`src/hdl/ptb_pkg.sv`:
```
// Package for the periodic timer bank: command codes, controller states and control structs.
package ptb_pkg;

  // Command codes carried by the command field.
  typedef enum logic [3:0] {
    CMD_TICK         = 4'd0,
    CMD_DISPATCH     = 4'd1,
    CMD_ALLOCATE     = 4'd2,
    CMD_FREE         = 4'd3,
    CMD_SET_INTERVAL = 4'd4,
    CMD_START        = 4'd5,
    CMD_STOP         = 4'd6,
    CMD_READ_TICKS   = 4'd7,
    CMD_READ_COUNT   = 4'd8,
    CMD_CLEAR        = 4'd9
  } cmd_e;

  // A dispatch reports at most this many fired slots.
  localparam int         FIRE_W   = 5;
  localparam logic [4:0] MAX_FIRE = 5'd16;

  typedef enum logic [2:0] {
    S_IDLE,
    S_TCK_RD,
    S_TCK_EV,
    S_DSP_RD,
    S_DSP_EV,
    S_ALC,
    S_RESP
  } state_t;

  // Commands from the controller to the datapath.
  typedef struct packed {
    logic accept;
    logic idx_inc;
    logic tick_eval;
    logic disp_eval;
    logic alloc_eval;
    logic emit;
  } ctl_t;

  // Status from the datapath to the controller.
  typedef struct packed {
    cmd_e in_cmd;
    logic in_ival_zero;
    logic idx_last;
    logic slot_free;
    logic fire_here;
    logic pend;
    logic out_free;
  } sts_t;

endpackage

```
`src/hdl/ptb_ram.sv`:
```
// Generic single-write, single-read RAM with a registered read port.
module ptb_ram #(
  parameter int WIDTH = 32,
  parameter int DEPTH = 16
) (
  input  logic                                     clk,
  input  logic                                     we,
  input  logic [(DEPTH > 1 ? $clog2(DEPTH) : 1)-1:0] waddr,
  input  logic [WIDTH-1:0]                         wdata,
  input  logic [(DEPTH > 1 ? $clog2(DEPTH) : 1)-1:0] raddr,
  output logic [WIDTH-1:0]                         rdata
);

  logic [WIDTH-1:0] mem [DEPTH];

  always_ff @(posedge clk) begin
    if (we) begin
      mem[waddr] <= wdata;
    end
    rdata <= mem[raddr];
  end

endmodule

```
`src/hdl/ptb_ctrl.sv`:
```
// Controller state machine for the periodic timer bank.
module ptb_ctrl (
  input  logic          clk,
  input  logic          rst,
  input  logic          in_valid,
  output logic          in_stall,
  input  ptb_pkg::sts_t sts,
  output ptb_pkg::ctl_t ctl
);
  import ptb_pkg::*;

  state_t state, state_next;

  always_ff @(posedge clk) begin
    if (rst) begin
      state <= S_IDLE;
    end else begin
      state <= state_next;
    end
  end

  always_comb begin
    state_next = state;
    ctl        = '0;
    in_stall   = 1'b1;
    case (state)
      S_IDLE: begin
        in_stall = 1'b0;
        if (in_valid) begin
          ctl.accept = 1'b1;
          case (sts.in_cmd)
            CMD_TICK:     state_next = S_TCK_RD;
            CMD_DISPATCH: state_next = S_DSP_RD;
            CMD_ALLOCATE: state_next = sts.in_ival_zero ? S_RESP : S_ALC;
            default:      state_next = S_RESP;
          endcase
        end
      end
      S_TCK_RD: state_next = S_TCK_EV;
      S_TCK_EV: begin
        ctl.tick_eval = 1'b1;
        if (sts.idx_last) begin
          state_next = S_RESP;
        end else begin
          ctl.idx_inc = 1'b1;
          state_next  = S_TCK_RD;
        end
      end
      S_DSP_RD: state_next = S_DSP_EV;
      S_DSP_EV: begin
        // A new fire needs the output register for the one still pending.
        if (!(sts.fire_here && sts.pend && !sts.out_free)) begin
          ctl.disp_eval = 1'b1;
          if (sts.idx_last) begin
            state_next = S_RESP;
          end else begin
            ctl.idx_inc = 1'b1;
            state_next  = S_DSP_RD;
          end
        end
      end
      S_ALC: begin
        ctl.alloc_eval = 1'b1;
        if (sts.slot_free || sts.idx_last) begin
          state_next = S_RESP;
        end else begin
          ctl.idx_inc = 1'b1;
        end
      end
      S_RESP: begin
        if (sts.out_free) begin
          ctl.emit   = 1'b1;
          state_next = S_IDLE;
        end
      end
      default: state_next = S_IDLE;
    endcase
  end

endmodule

```
`src/hdl/ptb_datapath.sv`:
```
// Datapath of the periodic timer bank: slot flags, period and remaining RAMs, counters, output.
module ptb_datapath #(
  parameter int NUM_SLOTS = 16
) (
  input  logic          clk,
  input  logic          rst,
  input  ptb_pkg::ctl_t ctl,
  output ptb_pkg::sts_t sts,
  input  logic [3:0]    command,
  input  logic [3:0]    slot,
  input  logic [31:0]   interval,
  output logic          out_valid,
  input  logic          out_stall,
  output logic          status,
  output logic [3:0]    slot_out,
  output logic          fired,
  output logic          last,
  output logic [31:0]   tick_count,
  output logic [4:0]    timer_count
);
  import ptb_pkg::*;

  localparam int IDX_W = NUM_SLOTS > 1 ? $clog2(NUM_SLOTS) : 1;
  localparam int CNT_W = $clog2(NUM_SLOTS + 1);

  logic [NUM_SLOTS-1:0] used;
  logic [NUM_SLOTS-1:0] enabled;
  logic [CNT_W-1:0]     count;
  logic [31:0]          ticks;
  logic [IDX_W-1:0]     idx;
  logic [31:0]          ival_r;
  logic [FIRE_W-1:0]    fire_cnt;
  logic                 resp_status;
  logic                 resp_fired;
  logic [IDX_W-1:0]     resp_slot;

  logic                 per_we, rem_we;
  logic [IDX_W-1:0]     per_waddr, rem_waddr;
  logic [31:0]          per_wdata, rem_wdata, per_rdata, rem_rdata;

  cmd_e                 in_cmd;
  logic [IDX_W-1:0]     slot_idx;
  logic                 slot_ok;
  logic                 ival_zero;
  logic                 cur_active;
  logic                 fire_here;
  logic                 out_free;
  logic                 push_pend;
  logic                 idx_last;

  assign in_cmd     = cmd_e'(command);
  assign slot_idx   = IDX_W'(slot);
  assign slot_ok    = (int'(slot) < NUM_SLOTS) && used[slot_idx];
  assign ival_zero  = (interval == 32'd0);
  assign cur_active = used[idx] && enabled[idx];
  assign fire_here  = cur_active && (rem_rdata == 32'd0) && (fire_cnt != MAX_FIRE);
  assign out_free   = !out_valid || !out_stall;
  assign push_pend  = ctl.disp_eval && fire_here && resp_fired;
  assign idx_last   = (idx == IDX_W'(NUM_SLOTS - 1));

  always_comb begin
    sts.in_cmd       = in_cmd;
    sts.in_ival_zero = ival_zero;
    sts.idx_last     = idx_last;
    sts.slot_free    = !used[idx];
    sts.fire_here    = fire_here;
    sts.pend         = resp_fired;
    sts.out_free     = out_free;
  end

  // RAM write ports; the cases below never coincide.
  always_comb begin
    per_we    = 1'b0;
    per_waddr = idx;
    per_wdata = ival_r;
    rem_we    = 1'b0;
    rem_waddr = idx;
    rem_wdata = ival_r;
    if (ctl.accept && in_cmd == CMD_SET_INTERVAL && slot_ok && !ival_zero) begin
      per_we    = 1'b1;
      per_waddr = slot_idx;
      per_wdata = interval;
    end
    if (ctl.alloc_eval && !used[idx]) begin
      per_we = 1'b1;
      rem_we = 1'b1;
    end
    if (ctl.tick_eval && cur_active && rem_rdata != 32'd0) begin
      rem_we    = 1'b1;
      rem_wdata = rem_rdata - 32'd1;
    end
    if (ctl.disp_eval && fire_here) begin
      rem_we    = 1'b1;
      rem_wdata = per_rdata;
    end
  end

  ptb_ram #(.WIDTH(32), .DEPTH(NUM_SLOTS)) u_period (
    .clk   (clk),
    .we    (per_we),
    .waddr (per_waddr),
    .wdata (per_wdata),
    .raddr (idx),
    .rdata (per_rdata)
  );

  ptb_ram #(.WIDTH(32), .DEPTH(NUM_SLOTS)) u_remaining (
    .clk   (clk),
    .we    (rem_we),
    .waddr (rem_waddr),
    .wdata (rem_wdata),
    .raddr (idx),
    .rdata (rem_rdata)
  );

  // Slot flags, counters and output valid.
  always_ff @(posedge clk) begin
    if (rst) begin
      used      <= '0;
      enabled   <= '0;
      count     <= '0;
      ticks     <= '0;
      out_valid <= 1'b0;
    end else begin
      if (ctl.accept) begin
        case (in_cmd)
          CMD_TICK: ticks <= ticks + 32'd1;
          CMD_FREE: begin
            if (slot_ok) begin
              used[slot_idx]    <= 1'b0;
              enabled[slot_idx] <= 1'b0;
              count             <= count - CNT_W'(1);
            end
          end
          CMD_START, CMD_STOP: begin
            if (slot_ok) begin
              enabled[slot_idx] <= (in_cmd == CMD_START);
            end
          end
          CMD_CLEAR: begin
            used    <= '0;
            enabled <= '0;
            count   <= '0;
          end
          default: ;
        endcase
      end
      if (ctl.alloc_eval && !used[idx]) begin
        used[idx]    <= 1'b1;
        enabled[idx] <= 1'b0;
        count        <= count + CNT_W'(1);
      end
      if (push_pend || ctl.emit) begin
        out_valid <= 1'b1;
      end else if (!out_stall) begin
        out_valid <= 1'b0;
      end
    end
  end

  // Sweep index, response fields and output payload.
  always_ff @(posedge clk) begin
    if (ctl.accept) begin
      idx        <= '0;
      ival_r     <= interval;
      fire_cnt   <= '0;
      resp_slot  <= '0;
      resp_fired <= 1'b0;
      case (in_cmd)
        CMD_TICK, CMD_DISPATCH, CMD_READ_TICKS, CMD_READ_COUNT, CMD_CLEAR:
          resp_status <= 1'b0;
        CMD_ALLOCATE:     resp_status <= 1'b1;
        CMD_FREE, CMD_START, CMD_STOP:
          resp_status <= !slot_ok;
        CMD_SET_INTERVAL: resp_status <= !(slot_ok && !ival_zero);
        default:          resp_status <= 1'b1;
      endcase
    end
    if (ctl.idx_inc) begin
      idx <= idx + IDX_W'(1);
    end
    if (ctl.alloc_eval && !used[idx]) begin
      resp_slot   <= idx;
      resp_status <= 1'b0;
    end
    if (ctl.disp_eval && fire_here) begin
      fire_cnt   <= fire_cnt + FIRE_W'(1);
      resp_slot  <= idx;
      resp_fired <= 1'b1;
    end
    if (push_pend) begin
      status      <= 1'b0;
      slot_out    <= 4'(resp_slot);
      fired       <= 1'b1;
      last        <= 1'b0;
      tick_count  <= ticks;
      timer_count <= 5'(count);
    end else if (ctl.emit) begin
      status      <= resp_status;
      slot_out    <= 4'(resp_slot);
      fired       <= resp_fired;
      last        <= 1'b1;
      tick_count  <= ticks;
      timer_count <= 5'(count);
    end
  end

endmodule

```
`src/hdl/periodic_timer_bank_unit.sv`:
```
// Top level of the periodic timer bank: controller and datapath.
//
//   Channel | Handshake          | Payload
//   --------+--------------------+------------------------------------------------
//   input   | in_valid, in_stall | command, slot, interval
//   output  | out_valid, out_stall | status, slot_out, fired, last, tick_count,
//           |                    | timer_count
//
// Tick and dispatch accept the command, then visit each slot in a read state and an
// evaluate state through the single registered read port of the period and remaining
// RAMs, and end in a response state. An allocate with a nonzero interval scans for the
// first free slot one per cycle; every other command, an allocate with a zero interval
// included, goes from the accept straight to the response state.
// Reset (rst, synchronous) clears the used and enabled flags, the tick counter and the
// slot count at once; the RAMs need no clearing pass, as unused slots' entries are ignored.
// A stalled output holds its result; a dispatch waits while a second fired result finds
// the output register still full, and in_stall stays high until the final transfer of a
// command has been loaded into the output register.
module periodic_timer_bank_unit #(
  parameter int NUM_SLOTS = 16
) (
  input  logic        clk,
  input  logic        rst,
  input  logic        in_valid,
  output logic        in_stall,
  input  logic [3:0]  command,
  input  logic [3:0]  slot,
  input  logic [31:0] interval,
  output logic        out_valid,
  input  logic        out_stall,
  output logic        status,
  output logic [3:0]  slot_out,
  output logic        fired,
  output logic        last,
  output logic [31:0] tick_count,
  output logic [4:0]  timer_count
);
  import ptb_pkg::*;

  ctl_t ctl;
  sts_t sts;

  // The controller sequences each command and the per-slot sweeps.
  ptb_ctrl u_ctrl (
    .clk      (clk),
    .rst      (rst),
    .in_valid (in_valid),
    .in_stall (in_stall),
    .sts      (sts),
    .ctl      (ctl)
  );

  // The datapath holds all slot state and the output register.
  ptb_datapath #(.NUM_SLOTS(NUM_SLOTS)) u_datapath (
    .clk         (clk),
    .rst         (rst),
    .ctl         (ctl),
    .sts         (sts),
    .command     (command),
    .slot        (slot),
    .interval    (interval),
    .out_valid   (out_valid),
    .out_stall   (out_stall),
    .status      (status),
    .slot_out    (slot_out),
    .fired       (fired),
    .last        (last),
    .tick_count  (tick_count),
    .timer_count (timer_count)
  );

endmodule
```
`config.mk`:
```
export PLATFORM = sky130hd
export DESIGN_NAME = periodic_timer_bank_unit
export DESIGN_NICKNAME = d
export VERILOG_FILES = /design/src/hdl/ptb_pkg.sv /design/src/hdl/ptb_ram.sv /design/src/hdl/ptb_ctrl.sv /design/src/hdl/ptb_datapath.sv /design/src/hdl/periodic_timer_bank_unit.sv
export SDC_FILE = /design/constraint.sdc
export NUM_CORES = 1
export LEC_CHECK = 0
export BUFFER_PORTS_ARGS = -buffer_cell sky130_fd_sc_hd__buf_4
export CORE_MARGIN = 2
export CORE_UTILIZATION = 35
export DETAILED_ROUTE_END_ITERATION = 10
export PLACE_DENSITY_LB_ADDON = 0.25
export SLEW_MARGIN = 20
export SYNTH_ARGS = -nofsm -noshare
export SYNTH_HDL_FRONTEND = slang
export SYNTH_SLANG_ARGS = --single-unit
export TNS_END_PERCENT = 100
```
`constraint.sdc`:
```
create_clock -name clk -period 9.8 [get_ports clk]
set_input_delay 2.45 -clock clk [delete_from_list [all_inputs] [get_ports clk]]
set_output_delay 2.45 -clock clk [all_outputs]
set_load 0.03 [all_outputs]
```
-- Word level (Yosys, flattened, before mapping)
Memory sizes are Yosys's and may differ from the RTL's. A register that Yosys moved wholly into a read port is not among the register bits.
Cells that the tools add are included.
- register bits after elaboration: 164
- RAM bits: 1024
- bits of input ports: 44
- output and inout bits: 46
- logic and storage cells: 178
- memories kept: 2
- $add $sub $neg: 6
- $lt $le $gt $ge: 4
- equality and inequality tests: 23
- mux-type cells: 76
- bitwise operators: 6
- reduce and logical (&&, ||, !) cells: 43
- memory list (name ; depth ; bits a word ; rd ports ; clocked after memory_dff ; wr ports ; line ; RTL):
    u_datapath.u_period.mem ; 16 ; 32 ; 1 ; 1 ; 1 ; ptb_ram.sv:14 ; logic [WIDTH-1:0] mem [DEPTH];
    u_datapath.u_remaining.mem ; 16 ; 32 ; 1 ; 1 ; 1 ; ptb_ram.sv:14 ;
- operators by type and width (operator ; number):
    32-bit 2-to-1 mux ; 5
    16-bit 2-to-1 mux ; 9
    32-bit logical NOT ; 2
    16-bit bitwise AND ; 3
    16-bit one-hot mux with 3 select lines ; 1
    5-bit 2-to-1 mux ; 7
    32-bit by 1-bit adder with 32-bit output, second input constant ; 1
    16-bit NOT ; 2
    16-bit one-hot mux with 2 select lines ; 1
    32-bit nonzero test ; 1
    32-bit by 1-bit subtractor with 32-bit output, second input constant ; 1
    1-bit 2-to-1 mux ; 28
    4-bit 2-to-1 mux ; 7
    3-bit one-hot mux with 7 select lines ; 1
    3-bit 2-to-1 mux ; 6
    16-bit bitwise mux ; 1
    4-bit by 3-bit equality test with 1-bit output, second input constant ; 4
    1-bit logical AND ; 16
    16-bit bitwise OR ; 1
    1-bit binary-select mux with 4-bit select ; 3
    4-bit equality test, second input constant ; 3
    5-bit by 1-bit adder with 5-bit output, second input constant ; 2
    4-bit by 5-bit less-than comparator with 1-bit output, second input constant ; 2
    5-bit one-hot mux with 2 select lines ; 1
    28 further kinds ; 50

-- Logic depth before layout (Yosys ltp)
- word-level depth: 13
- mapped depth: 11
- gate-level depth less buffers: 9

-- Cells and area by module
From an unflattened synthesis, not the netlist that was laid out.
- cell total of the unflattened synthesis: 2598
- area total of the unflattened synthesis: 48744.2 um^2
- modules (own cells, without submodules) (module ; times used ; cells an instance ; area each (um^2) ; sequential area each (um^2)):
    ptb_ram at u_datapath.u_period ; 1 ; 838 ; 19836.5 ; 16015.4
    ptb_ram at u_datapath.u_remaining ; 1 ; 838 ; 19835.3 ; 16015.4
    ptb_datapath ; 1 ; 880 ; 8762.2 ; 4083.9
    ptb_ctrl ; 1 ; 42 ; 310.3 ; 60.1

-- Least setup slack after synthesis
No wires, ideal clock.
- path type: input to register
- start: input port slot[3]
- end: memory u_datapath.u_period.mem[6][0], enable pin
- setup time: 0.432 ns
- data arrival time: 5.835 ns
- data required time: 9.368 ns
- setup slack: 3.533 ns
- stages: 11
- buffers on the path: 4
- path through: clkbuf_1 and2_1 clkbuf_1 a22o_1 a221oi_4 nor2_1 and3_1 buf_2 clkbuf_1 nand2_1 a21oi_1
- longest elaborated chain between the ends: 8
- elaborated cells on any way between the ends: 9
- those cells by class: 7 x mux; 2 x reduce/logical
- ends and longest elaborated chain (item ; line ; RTL):
    start: declaration ; periodic_timer_bank_unit.sv:27 ; input logic [3:0] slot,
    1-bit binary-select mux with 4-bit select ; ptb_datapath.sv:53 ; assign slot_ok = (int'(slot) < NUM_SLOTS) && used[slot_idx];
    1-bit 2-to-1 mux (implied by the code) ; ptb_datapath.sv:53 ;
    1-bit logical AND (2 in a row) ; ptb_datapath.sv:79 ; if (ctl.accept && in_cmd == CMD_SET_INTERVAL && slot_ok && !ival_zero) begin
    1-bit 2-to-1 mux ; ptb_datapath.sv:79 ;
    1-bit 2-to-1 mux ; ptb_datapath.sv:84 ; if (ctl.alloc_eval && !used[idx]) begin
    1-bit 2-to-1 mux ; ptb_ram.sv:17 ; if (we) begin
    1-bit 2-to-1 mux (implied by the code) ; ptb_ram.sv:18 ; mem[waddr] <= wdata;
    end: declaration ; ptb_ram.sv:14 ;
Several ways; a longest one is shown, not always the timed one. The select of a mux whose other input is x is not followed.

-- Worst setup path in the final report
- start: input port slot[2]
- end: memory u_datapath.u_period.mem[3][30], enable pin
Same word-level chain as after synthesis.

==> results.md <==
- Grt ovf: 0
- Net switching power: just over 4000 uW
- Vias in the first global route: around 25,000
- Vias: around 25,000
- Comb power frac: between 20% and 30%
- Slowest stage cell, crit path: buf_4
- FMAX: slightly below 200 MHz
- Post-synth ARST share: 0%
- Delay of the slowest critical-path stage: roughly 0.59 ns
- Worst Path Arrival: about 5.6 ns
- Drt first pass iters: 6
- Status: completed
- Most common cell after layout, fill and taps aside: edfxtp_1
- Post-synthesis net count: roughly 2,500
- Clock Path Buffers: 3
- Share of cells above drive strength 1: 27.6%
- Worst Skew: 0.0295 ns
- Sequential power share: 44.5%
- Tightest hold margin: 0.429 ns
- Cells along the critical path: buf_4 -> nor2b_1 -> a22o_1 -> a221oi_4 -> nor2_1 -> and3_2 -> buf_4 -> nand2_1 -> a21oi_4 -> buf_4
- FP Rows: 136
- Seq/Total Area, Yosys: 74.2%
- Worst Hold Class: reg -> reg
- TritonCTS clock tree: done
- Cell repeated most along the worst path: buf_4
- P_int: 10,600 uW
- Largest family of logic cells by synthesized area: multiplexers
- Final Hold Vio Count: 0
- Commonest non-fill, non-tap cells in the layout: 1,110 x edfxtp_1, 332 x mux4_2, 168 x buf_4, 142 x dfxtp_1, 132 x nand2_1
- Global-route wire length before repair: about 170,000 um
- Via density per instance: between 5 and 6
- Post-cts sizing count: 0
- Clk sinks: about 1,300
- Overall routing resource usage: between 15 and 20%
- Setup TNS: 0 ns
- Clock share of power: between 30% and 40%
- Critical Path Fanout Max: 46
- Rel. slew slack: about 30%
- Hold EP: u_datapath.slot_out[0]$_DFFE_PP_
- Core Region: 138,000 um^2
- Width of the chip: 377 um
- Post-Synth XOR/XNOR Area: roughly 1%
- Post-CTS Setup Inserts: 0
- Die Height: around 380 um
- Util after Layout: roughly two fifths
- Post-synthesis mux area share: approximately 16%
- PwrDens: around 260 nW/um^2
- DIE AREA: roughly 140,000 um^2
- Port buffer count: 89
- RSZ-0062 raised after global routing: false
- Avg Inst Size Synth: between 15 and 20 um^2
- Synth unique cells: 74
- Reg-to-reg startpoint: u_datapath.idx[0]$_SDFFCE_PN0P_
- CP required: just over 10 ns
- Post-Syn Instances: 2,473
- FF-to-FF path depth: 10
- Syn-to-layout area delta: 15.5%
- Starting density of the core: 35.4%
- Largest net degree at the start of global routing: 140
- GPL Wtd Cong: 0.821
- Period Utilization, post-route: between 50 and 60%
- Initial drt markers: between 2,000 and 2,500
- Worst Path Buf+Inv: 3
- Synth Area in Simple Gates: 4.45%
- Critical path class: in -> reg
- Post-synth EDFFs: about 1,100
- Hold path startpoint: u_datapath.resp_slot[0]$_DFFE_PP_
- Synthesized-area fraction occupied by adder cells: 0.282%
- Final ANT Viol Nets: 0
- Clock tree root driver cell: clkbuf_16
- Switching part of the total: around 28%
- YS warnings: 0
- Routed len/inst: between 20 and 30 um
- Worst-Margin Slew: 1.05 ns
- Crit path max-delay family: buffers and inverters
- DRC errors left: 0
- Clock-pin slew on the worst setup and hold paths: 0.06 ns
- Fin nets: between 2,000 and 3,000
- R2R Setup Slk: 4.90 ns
- H-tree level count: 4
- Leak: about 0.017 uW
- Max cap viols: 0
- Initial antenna violation count: 2
- Max Slew Vio Count: 0
- Critical Path Sink Type: flop
- Final WL: 120,000 um
- Detailed-placement wirelength estimate: slightly below 70,000 um
- Worst r2r dst: u_datapath.u_period.mem[5][20]$_DFFE_PP_
- Tmin final: 5.18 ns
- Synth Flop Type: edfxtp_1
- # hold bufs at CTS: 0
- #FFs+latches synth: roughly 1,300
- Worst hold path depth: 0
- Num CTS Buffers: 131
- Mapped Area: roughly 49,000 um^2
- Final setup viols: 0
- Peak supply drop: 0.311 mV
- Compound-Gate Fraction of Synth Area: under 10%
- Skew-Pair Late Insertion Delay: about 0.76 ns
- Num ports: 90
- Startpoint Class: primary input
registers in the layout, indices dropped and copies added (netlist names), 16 cells and up:
name	cells
u_datapath.used	16
u_datapath.u_remaining.rdata	32
u_datapath.tick_count	32
u_datapath.ival_r	32
u_datapath.u_period.rdata	32
u_datapath.ticks	32
u_datapath.u_period.mem	512
u_datapath.u_remaining.mem	512
u_datapath.enabled	16
layer usage:
layer | up-vias | wire length (um) | track usage [%] | share of wire (%)
met5 | - | 12 | 0 | 0.010
met4 | 2 | 2410 | 4.87 | 2.0
met3 | 159 | 7520 | 3.08 | 6.3
met2 | 846 | 58100 | 27.5 | 49
met1 | 13200 | 51600 | 23.2 | 43
li1 | 10500 | - | - | -
how the worst max path moves through the flow:
stage,cells after the start,end,from
finish,10,u_datapath.u_period.mem[3][30]$_DFFE_PP_,slot[2]
CTS,10,u_datapath.u_period.mem[3][12]$_DFFE_PP_,slot[2]
detailed placement,10,u_datapath.u_period.mem[3][22]$_DFFE_PP_,slot[2]
global route,10,u_datapath.u_period.mem[3][12]$_DFFE_PP_,slot[2]
floorplan,11,u_datapath.u_period.mem[6][0]$_DFFE_PP_,slot[3]
global placement,10,u_datapath.u_period.mem[11][24]$_DFFE_PP_,interval[9]
area by class of cell:
type                            instances  area [um^2]
Clock inverter                         66          711
Fill cell                           12100        81500
Multi-Input combinational cell       1066        12300
Sequential cell                      1252        36200
Tap cell                             1794         2240
Inverter                               24         90.1
Antenna cell                            1         2.50
Clock buffer                          176         3520
Timing Repair Buffer                  170         1300
cell families (layout without fill, tap and decap cells):
logic type,after synthesis,count (layout)
compound gates,198,198
xor+xnor,57,57
fa+ha+maj,11,11
buf+inv,155,436
flops,1252,1252
mux,376,376
other cells,0,1
simple gates,424,424
metrics by stage:
step / cells / cell area [um^2] / worst slack (ns) / total power, uW
2_1_floorplan: 2473 / 48800 / 3.53 / 8830
3_3_place_gp: 4306 / 52100 / 3.79 / 9890
3_5_place_dp: 4306 / 52100 / 3.85 / 9950
4_1_cts: 4548 / 56300 / 4.67 / 14800
5_1_grt: 4548 / 56300 / 4.42 / 15200
6_report: 4549 / 56300 / 4.62 / 14600
power groups by stage:
stage | Clock (uW) | Combinational, uW | Sequential [uW]
floorplan | 0 | 2330 | 6500
CTS | 4990 | 3330 | 6520
finish | 4870 | 3260 | 6510
global placement | 0 | 3270 | 6630
global route | 5200 | 3490 | 6530
detailed placement | 0 | 3320 | 6630
cells in the mapped netlist, types with 3 or more instances:
cell | count | area (um^2)
a211o_1 | 3 | 26.3
a211oi_1 | 3 | 22.5
a21oi_1 | 58 | 290
a22oi_1 | 3 | 22.5
a31oi_1 | 19 | 119
and2_1 | 9 | 56.3
and3_1 | 8 | 50.1
and4_1 | 4 | 35.0
and4b_1 | 16 | 160
buf_1 | 25 | 93.8
buf_2 | 14 | 70.1
buf_6 | 4 | 45.0
clkbuf_1 | 85 | 319
dfxtp_1 | 142 | 2840
edfxtp_1 | 1110 | 33300
ha_1 | 11 | 138
inv_1 | 24 | 90.1
mux2_1 | 25 | 282
mux2_2 | 9 | 101
mux2i_1 | 9 | 90.1
mux4_2 | 332 | 7480
nand2_1 | 133 | 499
nand2b_1 | 8 | 50.1
nand3_1 | 43 | 215
nand3b_1 | 5 | 37.5
nand4_1 | 16 | 100
nor2_1 | 86 | 323
nor2b_1 | 10 | 62.6
nor3_1 | 31 | 155
nor4_1 | 15 | 93.8
o211ai_1 | 5 | 37.5
o21ai_0 | 72 | 360
o22ai_1 | 7 | 43.8
o311ai_0 | 5 | 43.8
o31ai_1 | 3 | 22.5
or2_2 | 4 | 25.0
or3_1 | 14 | 87.6
xnor2_1 | 30 | 263
xor2_1 | 27 | 236
Power figures use the tool's default switching activity.
